### config.mk
export PLATFORM = sky130hd
export DESIGN_NAME = sensor_minmax_hold_with_commit_unit
export DESIGN_NICKNAME = d
export VERILOG_FILES = /design/src/hdl/smh_pkg.sv /design/src/hdl/sensor_minmax_hold_with_commit_unit.sv /design/src/hdl/smh_core.sv
export SDC_FILE = /design/constraint.sdc
export NUM_CORES = 1
export LEC_CHECK = 0
export CAP_MARGIN = 15
export CORE_AREA = 2 2 188 190
export CTS_CLUSTER_DIAMETER = 30
export DETAILED_ROUTE_END_ITERATION = 16
export DIE_AREA = 0 0 190 192
export DONT_BUFFER_PORTS = 1
export PLACE_DENSITY = 0.78
export RECOVER_POWER = 25
export SLEW_MARGIN = 20
export SYNTH_ARGS = -nofsm -noshare
export SYNTH_HDL_FRONTEND = slang
export SYNTH_HIERARCHICAL = 1
export SYNTH_SLANG_ARGS = --single-unit
### constraint.sdc
create_clock -name clk -period 8.3 [get_ports clk]
set_input_delay 1.66 -clock clk [delete_from_list [all_inputs] [get_ports clk]]
set_output_delay 1.66 -clock clk [all_outputs]
set_load 0.005 [all_outputs]
### src/hdl/smh_pkg.sv
// shared types and constants for the sensor min/max hold block
package smh_pkg;

  localparam int TempW   = 18;
  localparam int HumW    = 17;
  localparam int TimeW   = 32;
  localparam int HoldW   = 16;
  localparam int IntvW   = 20;
  localparam int BlinkW  = 8;
  localparam int CfgIdxW = 2;
  localparam int CfgW    = 20;
  localparam int InDataW  = 72;
  localparam int OutDataW = 80;

  // register indexes on the configuration port
  localparam logic [CfgIdxW-1:0] CfgHoldTime     = 2'd0;
  localparam logic [CfgIdxW-1:0] CfgSaveInterval = 2'd1;
  localparam logic [CfgIdxW-1:0] CfgBlinkTicks   = 2'd2;

  localparam logic [HoldW-1:0]  HoldTimeRst     = 16'd2000;
  localparam logic [IntvW-1:0]  SaveIntervalRst = 20'd30000;
  localparam logic [BlinkW-1:0] BlinkTicksRst   = 8'd50;

  typedef struct packed {
    logic [HoldW-1:0]  hold_time_ms;
    logic [IntvW-1:0]  save_interval_ms;
    logic [BlinkW-1:0] blink_ticks;
  } cfg_t;

  typedef struct packed {
    logic                    sample_valid;
    logic signed [TempW-1:0] temperature;
    logic [HumW-1:0]         humidity;
    logic                    toggle_button;
    logic                    reset_button;
    logic [TimeW-1:0]        now_ms;
  } item_t;

  typedef struct packed {
    logic signed [TempW-1:0] temp_low;
    logic signed [TempW-1:0] temp_high;
    logic [HumW-1:0]         hum_low;
    logic [HumW-1:0]         hum_high;
    logic                    extremes_valid;
    logic                    blink_on;
    logic                    led_drive;
    logic                    save_request;
  } result_t;

endpackage

### src/hdl/sensor_minmax_hold_with_commit_unit.sv
// top level of the sensor min/max hold block with save requests
//
//   channel  direction  beat
//   in_      slave      one loop tick: sample, button levels, time
//   out_     master     extremes, blink state and save request after the tick
//   cfg_     write      hold time, save interval, blink divider
//
// one beat per clock sustained while out_ does not stall; a beat is held in the input
// register and its result leaves from the output register.
// the state update runs when the input register holds a beat and the output
// register is free or being drained; stalls on out_ back up through in_tready.
// reset is synchronous: state, configuration and both valid flags return
// to their defaults.
module sensor_minmax_hold_with_commit_unit (
  input  logic                                clk,
  input  logic                                rst_n,
  input  logic                                in_tvalid,
  output logic                                in_tready,
  // temperature, humidity, toggle_button, reset_button, now_ms, zero pad
  input  logic [smh_pkg::InDataW-1:0]         in_tdata,
  // sample_valid
  input  logic                                in_tuser,
  output logic                                out_tvalid,
  input  logic                                out_tready,
  // temp_low, temp_high, hum_low, hum_high, extremes_valid, blink_on,
  // led_drive, save_request, zero pad
  output logic [smh_pkg::OutDataW-1:0]        out_tdata,
  input  logic                                cfg_we,
  input  logic [smh_pkg::CfgIdxW-1:0]         cfg_index,
  input  logic [smh_pkg::CfgW-1:0]            cfg_wdata
);

  localparam int InUsedW  = 69;
  localparam int OutUsedW = 74;

  smh_pkg::cfg_t    cfg_r;
  smh_pkg::item_t   item_r;
  logic             in_valid_r;
  smh_pkg::result_t res;
  smh_pkg::result_t res_r;
  logic             out_valid_r;
  logic             step;

  assign step      = in_valid_r & (~out_valid_r | out_tready);
  assign in_tready = ~in_valid_r | step;

  always_ff @(posedge clk) begin
    if (!rst_n) begin
      cfg_r.hold_time_ms     <= smh_pkg::HoldTimeRst;
      cfg_r.save_interval_ms <= smh_pkg::SaveIntervalRst;
      cfg_r.blink_ticks      <= smh_pkg::BlinkTicksRst;
    end else if (cfg_we) begin
      case (cfg_index)
        smh_pkg::CfgHoldTime:     cfg_r.hold_time_ms     <= cfg_wdata[smh_pkg::HoldW-1:0];
        smh_pkg::CfgSaveInterval: cfg_r.save_interval_ms <= cfg_wdata[smh_pkg::IntvW-1:0];
        smh_pkg::CfgBlinkTicks:   cfg_r.blink_ticks      <= cfg_wdata[smh_pkg::BlinkW-1:0];
        default: ;
      endcase
    end
  end

  always_ff @(posedge clk) begin
    if (!rst_n) begin
      in_valid_r  <= 1'b0;
      out_valid_r <= 1'b0;
    end else begin
      if (in_tready) in_valid_r <= in_tvalid;
      if (step) out_valid_r <= 1'b1;
      else if (out_tready) out_valid_r <= 1'b0;
    end
  end

  always_ff @(posedge clk) begin
    if (in_tvalid && in_tready) begin
      item_r.sample_valid  <= in_tuser;
      item_r.temperature   <= in_tdata[17:0];
      item_r.humidity      <= in_tdata[34:18];
      item_r.toggle_button <= in_tdata[35];
      item_r.reset_button  <= in_tdata[36];
      item_r.now_ms        <= in_tdata[InUsedW-1:37];
    end
    if (step) res_r <= res;
  end

  smh_core u_core (
    .clk   (clk),
    .rst_n (rst_n),
    .step  (step),
    .cfg   (cfg_r),
    .item  (item_r),
    .res   (res)
  );

  assign out_tvalid = out_valid_r;
  assign out_tdata  = {{(smh_pkg::OutDataW-OutUsedW){1'b0}},
                       res_r.save_request, res_r.led_drive, res_r.blink_on,
                       res_r.extremes_valid, res_r.hum_high, res_r.hum_low,
                       res_r.temp_high, res_r.temp_low};

endmodule

### src/hdl/smh_core.sv
// tick state of the min/max hold block and its per-beat update
module smh_core (
  input  logic            clk,
  input  logic            rst_n,
  input  logic            step,
  input  smh_pkg::cfg_t   cfg,
  input  smh_pkg::item_t  item,
  output smh_pkg::result_t res
);

  logic signed [smh_pkg::TempW-1:0] low_temp_r, low_temp_nxt;
  logic signed [smh_pkg::TempW-1:0] high_temp_r, high_temp_nxt;
  logic [smh_pkg::HumW-1:0]   low_hum_r, low_hum_nxt;
  logic [smh_pkg::HumW-1:0]   high_hum_r, high_hum_nxt;
  logic                       seeded_r, seeded_nxt;
  logic                       dirty_r, dirty_nxt;
  logic [smh_pkg::TimeW-1:0]  last_commit_r, last_commit_nxt;
  logic                       toggle_prev_r;
  logic                       reset_prev_r;
  logic [smh_pkg::TimeW-1:0]  press_start_r, press_start_nxt;
  logic                       hold_fired_r, hold_fired_nxt;
  logic                       blink_en_r, blink_en_nxt;
  logic [smh_pkg::BlinkW-1:0] tick_cnt_r, tick_cnt_nxt;
  logic                       phase_r, phase_nxt;

  logic                       tog_rise, rst_rise, hf0, release_commit, early_commit;
  logic                       dirty_s, dirty_e, periodic;
  logic [smh_pkg::TimeW-1:0]  lc_e, held_ms;
  logic [smh_pkg::BlinkW-1:0] tick_inc;

  always_comb begin
    low_temp_nxt  = low_temp_r;
    high_temp_nxt = high_temp_r;
    low_hum_nxt   = low_hum_r;
    high_hum_nxt  = high_hum_r;
    seeded_nxt    = seeded_r;
    dirty_s       = dirty_r;
    if (item.sample_valid) begin
      if (!seeded_r) begin
        low_temp_nxt  = item.temperature;
        high_temp_nxt = item.temperature;
        low_hum_nxt   = item.humidity;
        high_hum_nxt  = item.humidity;
        seeded_nxt    = 1'b1;
        dirty_s       = 1'b1;
      end else begin
        if (item.temperature < low_temp_r) begin
          low_temp_nxt = item.temperature;
          dirty_s      = 1'b1;
        end
        if (item.temperature > high_temp_r) begin
          high_temp_nxt = item.temperature;
          dirty_s       = 1'b1;
        end
        if (item.humidity < low_hum_r) begin
          low_hum_nxt = item.humidity;
          dirty_s     = 1'b1;
        end
        if (item.humidity > high_hum_r) begin
          high_hum_nxt = item.humidity;
          dirty_s      = 1'b1;
        end
      end
    end

    tog_rise     = item.toggle_button & ~toggle_prev_r;
    blink_en_nxt = blink_en_r ^ tog_rise;

    // press timing restarts on the press edge
    rst_rise        = item.reset_button & ~reset_prev_r;
    press_start_nxt = rst_rise ? item.now_ms : press_start_r;
    hf0             = rst_rise ? 1'b0 : hold_fired_r;
    held_ms         = item.now_ms - press_start_nxt;
    hold_fired_nxt  = hf0;
    release_commit  = 1'b0;
    if (item.reset_button &&
        (hf0 || held_ms >= {{(smh_pkg::TimeW-smh_pkg::HoldW){1'b0}}, cfg.hold_time_ms})) begin
      seeded_nxt     = 1'b0;
      hold_fired_nxt = 1'b1;
    end
    if (!item.reset_button && hf0) begin
      hold_fired_nxt = 1'b0;
      release_commit = 1'b1;
    end

    early_commit = tog_rise | release_commit;
    lc_e         = early_commit ? item.now_ms : last_commit_r;
    dirty_e      = early_commit ? 1'b0 : dirty_s;
    periodic     = dirty_e && ((item.now_ms - lc_e) >=
                   {{(smh_pkg::TimeW-smh_pkg::IntvW){1'b0}}, cfg.save_interval_ms});
    dirty_nxt       = periodic ? 1'b0 : dirty_e;
    last_commit_nxt = periodic ? item.now_ms : lc_e;

    tick_inc = tick_cnt_r + 1'b1;
    if (tick_inc >= cfg.blink_ticks) begin
      tick_cnt_nxt = '0;
      phase_nxt    = ~phase_r;
    end else begin
      tick_cnt_nxt = tick_inc;
      phase_nxt    = phase_r;
    end

    res.temp_low       = seeded_nxt ? low_temp_nxt  : '0;
    res.temp_high      = seeded_nxt ? high_temp_nxt : '0;
    res.hum_low        = seeded_nxt ? low_hum_nxt   : '0;
    res.hum_high       = seeded_nxt ? high_hum_nxt  : '0;
    res.extremes_valid = seeded_nxt;
    res.blink_on       = blink_en_nxt;
    res.led_drive      = blink_en_nxt & phase_nxt;
    res.save_request   = early_commit | periodic;
  end

  always_ff @(posedge clk) begin
    if (!rst_n) begin
      low_temp_r    <= '0;
      high_temp_r   <= '0;
      low_hum_r     <= '0;
      high_hum_r    <= '0;
      seeded_r      <= 1'b0;
      dirty_r       <= 1'b0;
      last_commit_r <= '0;
      toggle_prev_r <= 1'b0;
      reset_prev_r  <= 1'b0;
      press_start_r <= '0;
      hold_fired_r  <= 1'b0;
      blink_en_r    <= 1'b1;
      tick_cnt_r    <= '0;
      phase_r       <= 1'b0;
    end else if (step) begin
      low_temp_r    <= low_temp_nxt;
      high_temp_r   <= high_temp_nxt;
      low_hum_r     <= low_hum_nxt;
      high_hum_r    <= high_hum_nxt;
      seeded_r      <= seeded_nxt;
      dirty_r       <= dirty_nxt;
      last_commit_r <= last_commit_nxt;
      toggle_prev_r <= item.toggle_button;
      reset_prev_r  <= item.reset_button;
      press_start_r <= press_start_nxt;
      hold_fired_r  <= hold_fired_nxt;
      blink_en_r    <= blink_en_nxt;
      tick_cnt_r    <= tick_cnt_nxt;
      phase_r       <= phase_nxt;
    end
  end

endmodule
After elaboration in Yosys (flattened, before gate mapping)
Cells that the tools add are included.
Word-level totals
  register bits after elaboration: 339
  bits of input ports: 100
  output and inout bits: 82
Operators by class
  add/sub/neg operators: 3
  order comparisons: 7
  eq/ne operators: 2
  muxes and demuxes: 33
  bitwise logic cells: 14
  reductions and logical operators: 11
Operator list (count)
  $mux W18: 6
  $mux W17: 6
  $mux W32: 3
  $sub A32 B32 Y32: 2
  $ge A32 B16 Y1: 1
  $ge A32 B20 Y1: 1
  $gt A18 B18 Y1: 1
  $lt A18 B18 Y1: 1
  $gt A17 B17 Y1: 1
  $lt A17 B17 Y1: 1
  $mux W1: 17
  $add A8 B1 Y8 const B: 1
  $ge A8 B8 Y1: 1
  $mux W8: 1
  $reduce_and A2 Y1: 3
  $not A1 Y1: 5
  $and A1 B1 Y1: 4
  $logic_and A1 B1 Y1: 4
  $or A1 B1 Y1: 4
  $eq A2 B1 Y1 const B: 1
  $eq A2 B2 Y1 const B: 1
  $logic_not A2 Y1: 1
  $reduce_bool A2 Y1: 1
  $logic_not A1 Y1: 1
  other kinds (2): 2

Depth between registers and ports, before layout
Gate-level depths: netlist of run 1.
  word-level depth: 11
  mapped depth: 29
  depth with buffers taken out: 28

Cells and area by module
Netlist of run 1, hierarchy kept.
By module, submodules not included
  smh_core: times used 1, cells an instance 1851, area an instance 13972.2 µm²
  sensor_minmax_hold_with_commit_unit: times used 1, cells an instance 335, area an instance 6212.2 µm²

Worst setup path before layout of run 1
OpenSTA, ideal clock, no wires.
  path kind: input-to-reg
  from: input out_tready
  to: register u_core/low_hum_r[10] in the netlist's numbering
  arrival: 6.944 ns
  data required time: 8.230 ns
  setup slack: 1.286 ns
  cell stages on the path: 8
  path buffers: 2
  path through: nor2b_1 -> nor2b_1 -> inv_1 -> clkbuf_1 -> nor2_1 -> clkbuf_1 -> nand2_1 -> a21oi_1
Between the ends
  longest elaborated chain between the ends: 2
Ends and longest elaborated chain
  start: declaration: RTL line sensor_minmax_hold_with_commit_unit.sv:24  | input logic out_tready,
  $or A1 B1 Y1: RTL line sensor_minmax_hold_with_commit_unit.sv:44  | assign step = in_valid_r & (~out_valid_r | out_tready);
  $and A1 B1 Y1: RTL line sensor_minmax_hold_with_commit_unit.sv:44
  named net step: RTL line sensor_minmax_hold_with_commit_unit.sv:42  | logic step;
  end signal: assignment: RTL line smh_core.sv:132  | low_hum_r <= low_hum_nxt;
  end: declaration: RTL line smh_core.sv:13  | logic [smh_pkg::HumW-1:0] low_hum_r, low_hum_nxt;
The timed path passes the listed nets, and every way through them passes these cells.
A chain may end at the register's enable or synchronous reset.

Worst setup path in the final report of run 1
  from: register u_core.toggle_prev_r
  to: register u_core/last_commit_r[16] in the netlist's numbering
Between the ends
  longest elaborated chain between the ends: 8
  elaborated cells between the ends (all ways): 9
Ends and longest elaborated chain
  start: declaration: RTL line smh_core.sv:18  | logic toggle_prev_r;
  start signal: assignment: RTL line smh_core.sv:137  | toggle_prev_r <= item.toggle_button;
  $not A1 Y1 (*): RTL line smh_core.sv:66  | tog_rise = item.toggle_button & ~toggle_prev_r;
  $and A1 B1 Y1 (*): RTL line smh_core.sv:66
  $or A1 B1 Y1 (*): RTL line smh_core.sv:86  | early_commit = tog_rise | release_commit;
  $mux W32: RTL line smh_core.sv:87  | lc_e = early_commit ? item.now_ms : last_commit_r;
  $sub A32 B32 Y32: RTL line smh_core.sv:89  | periodic = dirty_e && ((item.now_ms - lc_e) >=
  $ge A32 B20 Y1: RTL line smh_core.sv:89
  $logic_and A1 B1 Y1: RTL line smh_core.sv:89
  $mux W32 (*): RTL line smh_core.sv:92  | last_commit_nxt = periodic ? item.now_ms : lc_e;
  end signal: assignment: RTL line smh_core.sv:136  | last_commit_r <= last_commit_nxt;
  end: declaration: RTL line smh_core.sv:17  | logic [smh_pkg::TimeW-1:0] last_commit_r, last_commit_nxt;
Every way passes the cells marked *; elsewhere a longest branch is shown, timed or not.

==> summary.md, run 1 <==
| Metric | Value |
|---|---|
| Outcome | finished, violations left |
| Failing checks | max-capacitance violations, max-slew violations |
| Area after DPL | 20300 um2 |
| Area share of the largest cell type after synthesis | 21.4% |
| Footprint of the multi-input gates | 10900 um2 |
| Core ar. | 34300 um2 |
| First drt pass iteration count | 7 |
| Clk_lat worst skew | 580 ps |
| P_int | 4010 uW |
| Max-Cap Viols | 2 |
| Leading area contributor after synthesis | edfxtp_1 |
| Setup Buffers After CTS | 0 |
| Sequential share of power | 34.3% |
| Core Util, Final | 66.0% |
| Critical R2R Launch | u_core/toggle_prev_r |
| RR Endpoint | u_core/last_commit_r[16] |
| Most common cell in the netlist | nand2_1 |
| Slew Viols, Final | 61 |
| Dpl ws | 1540 ps |
| Antenna violations before repair | 3 |
| Ys Warns | 6 |
| Logic pwr share | 16.0% |
| Worst setup margin | 1320 ps |
| Vias per cell | 5.98 |
| Req. time, crit path | 8710 ps |
| Syn Inst Count | 2186 |
| Pin slew with the least headroom to its limit | 2160 ps |
| Iteration-0 DRC Markers | 1328 |
| Fin crit period | 6980 ps |
| Layout cells sized above 1 | 7.55% |
| Setup TNS | 0 ps |
| Worst hold path depth | 2 |
| Synthesized area per cell | 9.23 um2 |
| CTS Hold Buffers Added | 0 |
| Relative slew slack | -44.2% |
| Number of global-route vias before repair | 15800 |
| Total chip power | 5560 uW |
| Finish-stage setup viols | 0 |
| RSZ-0062 raised after global routing | false |
| Post-synth ARST share | 0% |
| GRT Util Overall | 27.1% |
| Crit path kind | flip-flop to flip-flop |
| Post-synth EDFFs | 144 |
| Most used DFF post-synth | dfxtp_1 |
| Initial Util | 58.9% |
| DRC Markers | 0 |
| Root buf cell | clkbuf_16 |
| Fmax achieved | 143 MHz |
| Net Sw Frac | 27.9% |
| Die Wd | 190 um |
| Worst Setup End Kind | flip-flop |
| H-tree depth | 3 |
| VDD IR max | 0.000199 V |
| Worst min path class | flip-flop to flip-flop |
| ANT nets after route | 0 |
| Dpl hpwl | 34.7 mm |
| Clock Power Share | 49.7% |
| Num rows | 68 |
| CTS max path bufs | 3 |
| Placer congestion estimate | 0.902 |
| Crit path launch type | flip-flop |
| Final hold vios | 0 |
| Flop2flop setup slack | 1320 ps |
| Synthesized flop and latch total | 339 |
| Sw Pwr | 1550 uW |
| DRT Wirelength | 49.9 mm |
| Yosys cell types | 96 |
| DIE AREA | 36500 um2 |
| WP data arrival | 7390 ps |
| Post-cts sizing count | 0 |
| Routed length per instance | 18.6 um |
| Final net count | 2443 |
| FF+latch area | 8230 um2 |
| IO buf count | 0 |
| Largest net degree at the start of global routing | 143 |
| Top cells by area, synth | edfxtp_1, dfxtp_1, ha_1 |
| Most common library cells after synthesis | nand2_1, a21oi_1, dfxtp_1 |
| Hold_sp | u_core/low_temp_r[14] |
| Syn-to-layout area delta | 12.2% |
| Clk sinks | 339 |
| CTS tree | built |
| Via Count | 16000 |
| Final Skew | 35.8 ps |
| Reg clk slew, reported paths | 50 ps |
| Leakage | 0.00896 uW |
| Design area | 22600 um2 |
| Seq/Total Area, Yosys | 40.8% |
| Top-level I/O count | 182 |
| Fillers | 2616 |
| Grt total ovfl | 0 |
| Crit-path max FO | 34 |
| Fin crit share | 84.0% |
| Die span in y | 192 um |
| Worst R2R Path Depth | 26 |
| Hold Path End | u_core/low_temp_r[14] |
| Post-Syn Area | 20200 um2 |
| First-pass GRT wire length | 79.7 mm |
| CTS buffer count | 71 |
| PwrDens | 245 nW/um2 |
## metrics by stage
stage / std cells / hold slack, ps
finish: 2683 / 452
detailed placement: 2551 / 446
CTS: 2681 / 454
floorplan: 2191 / 434
global placement: 2551 / 441
global route: 2682 / 469
## worst max-delay path, stage by stage, from the launching register on
cell      delay [ps]
dfxtp_1          320
nand2b_1         270
nand2_4          520
mux2i_1          260
ha_1             320
a21oi_1          210
nor2b_1           70
o211ai_1         500
and2_1           330
a21oi_1          130
nor2b_1          220
o21bai_1         130
a21oi_1          170
xnor2_1          160
ha_1             280
nand4_1          120
nor2_1            80
a211oi_1         200
o21ai_0          130
nor3_1           440
o2111a_1         340
or4bb_1          500
a21oi_1          180
nor4bb_4         300
nor3_4            50
buf_4            340
mux2i_1          190
## cells by family after synthesis
group,share of synthesized area [%]
compound gates,15.1
xor+xnor,2.26
fa+ha+maj,10.8
buf+inv,5.55
flops,40.8
mux,9.19
other cells,0.0186
simple gates,16.3
## cell usage in the layout (no fill, tap or decap), types with 9 or more instances in the layout
cell type   count
a21o_1         43
o21a_1         13
clkbuf_16      73
or3_1           9
inv_6          14
nand4_1        27
dfxtp_1       195
nor2_1        183
a31oi_1        11
nor3_1         16
nand2_1       343
nand2b_1       12
a21boi_0       15
o21ai_0        58
clkinvlp_4     10
o21bai_1        9
ha_1          173
o211ai_1       14
mux2i_1       183
a21oi_1       197
xnor2_1        37
edfxtp_1      144
inv_1         138
a211oi_1       34
nor2b_1        25
xor2_1         15
nand3_1        36
clkbuf_1        9
## worst max path at each step
stage          slack (ps)  cells after the start                       end                  from
3_5_place_dp         1540                     26  u_core/last_commit_r[10]            item_r[32]
5_1_grt              1050                     26  u_core/last_commit_r[26]  u_core/toggle_prev_r
3_3_place_gp         1630                     26  u_core/last_commit_r[11]            item_r[32]
2_1_floorplan        1290                      8      u_core/low_hum_r[10]            out_tready
6_report             1320                     26  u_core/last_commit_r[16]  u_core/toggle_prev_r
4_1_cts              1500                     26  u_core/last_commit_r[16]            item_r[32]
## per-layer routing
layer | track usage (%) | up-vias | share of wire [%]
met2 | 47.8 | 574 | 49
met5 | 0 | - | 0.036
li1 | - | 7734 | -
met3 | 4.86 | 101 | 6.3
met1 | 32.9 | 7627 | 42
met4 | 10.8 | 2 | 2.9
## power by group through the flow
stage	Sequential, uW	Clock (uW)	Combinational (uW)
after detailed placement	1930	0	867
after CTS	1900	2810	876
after global placement	1930	0	843
after global routing	1910	2890	983
final	1910	2760	890
after floorplan	1910	0	705
## area by class of cell
class                   count  area share [%]
well taps                 455            2.51
inverters                 140            2.32
clock inverters            44            1.97
multi-input cells        1607            48.0
flip-flops and latches    339            36.3
repair buffers             10           0.332
clock buffers              86            8.50
diodes                      2          0.0221
## flip-flops by register name, summed over array words and instances (netlist names), 8 cells and up
signal	count
u_core/low_hum_r	17
u_core/tick_cnt_r	8
u_core/high_temp_r	18
u_core/last_commit_r	32
item_r	70
u_core/high_hum_r	17
cfg_r	44
u_core/low_temp_r	18
u_core/press_start_r	32
out_tdata	74
(Power assumes the default switching activity.)
==> inputs of run 2 (changes only) <==
--- a/config.mk
+++ b/config.mk
@@ -11,7 +11,7 @@
 export DETAILED_ROUTE_END_ITERATION = 16
 export DIE_AREA = 0 0 190 192
 export DONT_BUFFER_PORTS = 1
-export PLACE_DENSITY = 0.78
+export PLACE_DENSITY = 0.81
 export RECOVER_POWER = 25
 export SLEW_MARGIN = 20
 export SYNTH_ARGS = -nofsm -noshare
==> constraint.sdc (replaced) <==
create_clock -name clk -period 5.9 [get_ports clk]
set_input_delay 1.18 -clock clk [delete_from_list [all_inputs] [get_ports clk]]
set_output_delay 1.18 -clock clk [all_outputs]
set_load 0.005 [all_outputs]
==> summary.md, run 2 (synthesized netlist as in run 1, its figures left out) <==
| Metric | Value |
|---|---|
| Clk sinks | 339 (unchanged) |
| Layout cells sized above 1 | 10.1% (+2.6 points) |
| ANT nets after route | 0 (unchanged) |
| Crit path kind | flip-flop to flip-flop |
| VDD IR max | 0.000319 V (+60%) |
| Slew Viols, Final | 0 (-100%) |
| Max reg flops | 74 (unchanged) |
| WHS | 455 ps (+2.72 ps) |
| Die span in y | 192 um (unchanged) |
| Core ar. | 34300 um2 (unchanged) |
| H-tree depth | 3 (unchanged) |
| First-pass GRT wire length | 82.4 mm (+3.4%) |
| Grt total ovfl | 0 (unchanged) |
| GRT Util Overall | 28.4% (+1.2 points) |
| Outcome | complete, no violations |
| Number of global-route vias before repair | 16200 (+2.2%) |
| Inst Count DP | 2576 (+0.98%) |
| Worst min path class | flip-flop to flip-flop |
| CTS Hold Buffers Added | 0 (unchanged) |
| CTS tree | built |
| PwrDens | 349 nW/um2 (+42%) |
| Pin slew with the least headroom to its limit | 1180 ps (-980 ps) |
| Fin crit share | 96.2% (+12 points) |
| Worst Setup End Kind | flip-flop |
| Routed length per instance | 19.9 um (+7.2%) |
| DRC Markers | 0 (unchanged) |
| Top-level I/O count | 182 (unchanged) |
| WP data arrival | 6130 ps (-1260 ps) |
| Fin crit period | 5680 ps (-1300 ps) |
| Layout Cells excl Fill | 2723 (+1.5%) |
| Clk_lat worst skew | 620 ps (+40 ps) |
| Commonest cells after routing, fill and taps aside | nand2_1, dfxtp_1, a21oi_1 |
| Req. time, crit path | 6360 ps (-2350 ps) |
| Area after DPL | 20500 um2 (+1.1%) |
| Fmax achieved | 176 MHz (+23%) |
| Dpl hpwl | 36.0 mm (+3.9%) |
| Reg clk slew, reported paths | 50 ps (about the same) |
| Finish-stage setup viols | 0 (unchanged) |
| Design area | 23300 um2 (+3.0%) |
| Leakage | 0.00929 uW (+3.7%) |
| Via Count | 16800 (+4.9%) |
| First drt pass iteration count | 8 (+1) |
| RSZ-0062 raised after global routing | true |
| DIE AREA | 36500 um2 (unchanged) |
| Vias per cell | 6.18 (+3.3%) |
| Final Skew | 47.4 ps (+11.6 ps) |
| Crit path launch type | flip-flop |
| Final hold vios | 0 (unchanged) |
| Relative slew slack | 20.9% (+65 points) |
| Die Wd | 190 um (unchanged) |
| Max-Cap Viols | 0 (-2) |
| Core Util, Final | 68.0% (+2.0 points) |
| DRT Wirelength | 54.3 mm (+8.8%) |
| Iteration-0 DRC Markers | 1387 (+4.4%) |
| Initial Util | 58.9% (unchanged) |
| Root buf cell | clkbuf_16 |
| Num rows | 68 (unchanged) |
| Largest net degree at the start of global routing | 143 (unchanged) |
| Syn-to-layout area delta | 15.5% |
| IO buf count | 0 (unchanged) |
| Dpl ws | 89.1 ps (-1450 ps) |
| CTS max path bufs | 3 (unchanged) |
| Antenna violations before repair | 4 (+1) |
| Crit-path max FO | 10 (-71%) |
| CTS buffer count | 69 (-2.8%) |
| Most common cell after layout, fill and taps aside | nand2_1 |
| Final net count | 2480 (+1.5%) |
| Worst setup margin | 223 ps (-1100 ps) |
| Placer congestion estimate | 0.938 (+4.0%) |
## run 2: cell types whose count changed in the layout (fill, tap and decap cells not counted), sizes merged
cell      delta
bufinv       +4
diode        +5
buf         +38
clkinv       +4
clkinvlp     -7
inv          -4
## run 2: critical path, cell delays in order, from the launching register on
cell and delay [ps]:
edfxtp_1 480, nand2b_4 240, nand2_8 150, buf_6 190, mux2i_1 210, ha_1 350, a21oi_1 290, o21ai_0 170
a21o_1 210, a31oi_4 160, nor3_1 80, nor2_1 120, xnor2_1 180, ha_1 280, nand4_1 130, nor2_1 80
a211oi_1 200, o21ai_1 100, nor3_1 190, buf_4 160, o2111a_1 190, or4bb_1 420, a21oi_2 150, nor4bb_4 300
nor3_4 150, buf_4 230, mux2i_1 110
## run 2: area by class of cell
class | count | area (um2)
Antenna cell | 7 | 17.5
Inverter | 140 | 526
Multi-Input combinational cell | 1607 | 11000
Clock buffer | 85 | 1850
Fill cell | 2527 | 11000
Sequential cell | 339 | 8230
Timing Repair Buffer | 49 | 472
Tap cell | 455 | 569
Clock inverter | 41 | 659
## run 2: what timing repair did
item | in CTS | in global routing
buffers inserted | 0 | 10
resized for setup | 0 | 39
setup endpoints to repair | 0 | 104
## run 2: metal layers
layer  GRT usage [%]  routed length [um]
met5               0                   0
met4            11.8                2050
met3            4.84                3600
met2            50.4               27000
met1            34.0               21700
## run 2: power by group
part	leakage, uW	internal [uW]	switching (uW)
Clock	0.00121	2690	1410
Sequential	0.00295	2580	110
Combinational	0.00513	555	793
## run 2: final timing paths
path	slack, ps	cells past startpoint	end	from
max	220	26	u_core/last_commit_r[22]	item_r[32]
min	450	2	u_core/low_temp_r[1]	u_core/low_temp_r[1]
max reg2reg	220	26	u_core/last_commit_r[22]	item_r[32]
min reg2reg	450	2	u_core/low_temp_r[1]	u_core/low_temp_r[1]
## run 2: through the flow
stage          TNS [ps]  power (uW)
2_1_floorplan         0        3680
3_3_place_gp          0        3930
3_5_place_dp          0        3980
4_1_cts               0        8110
5_1_grt            -181        8420
6_report              0        8140
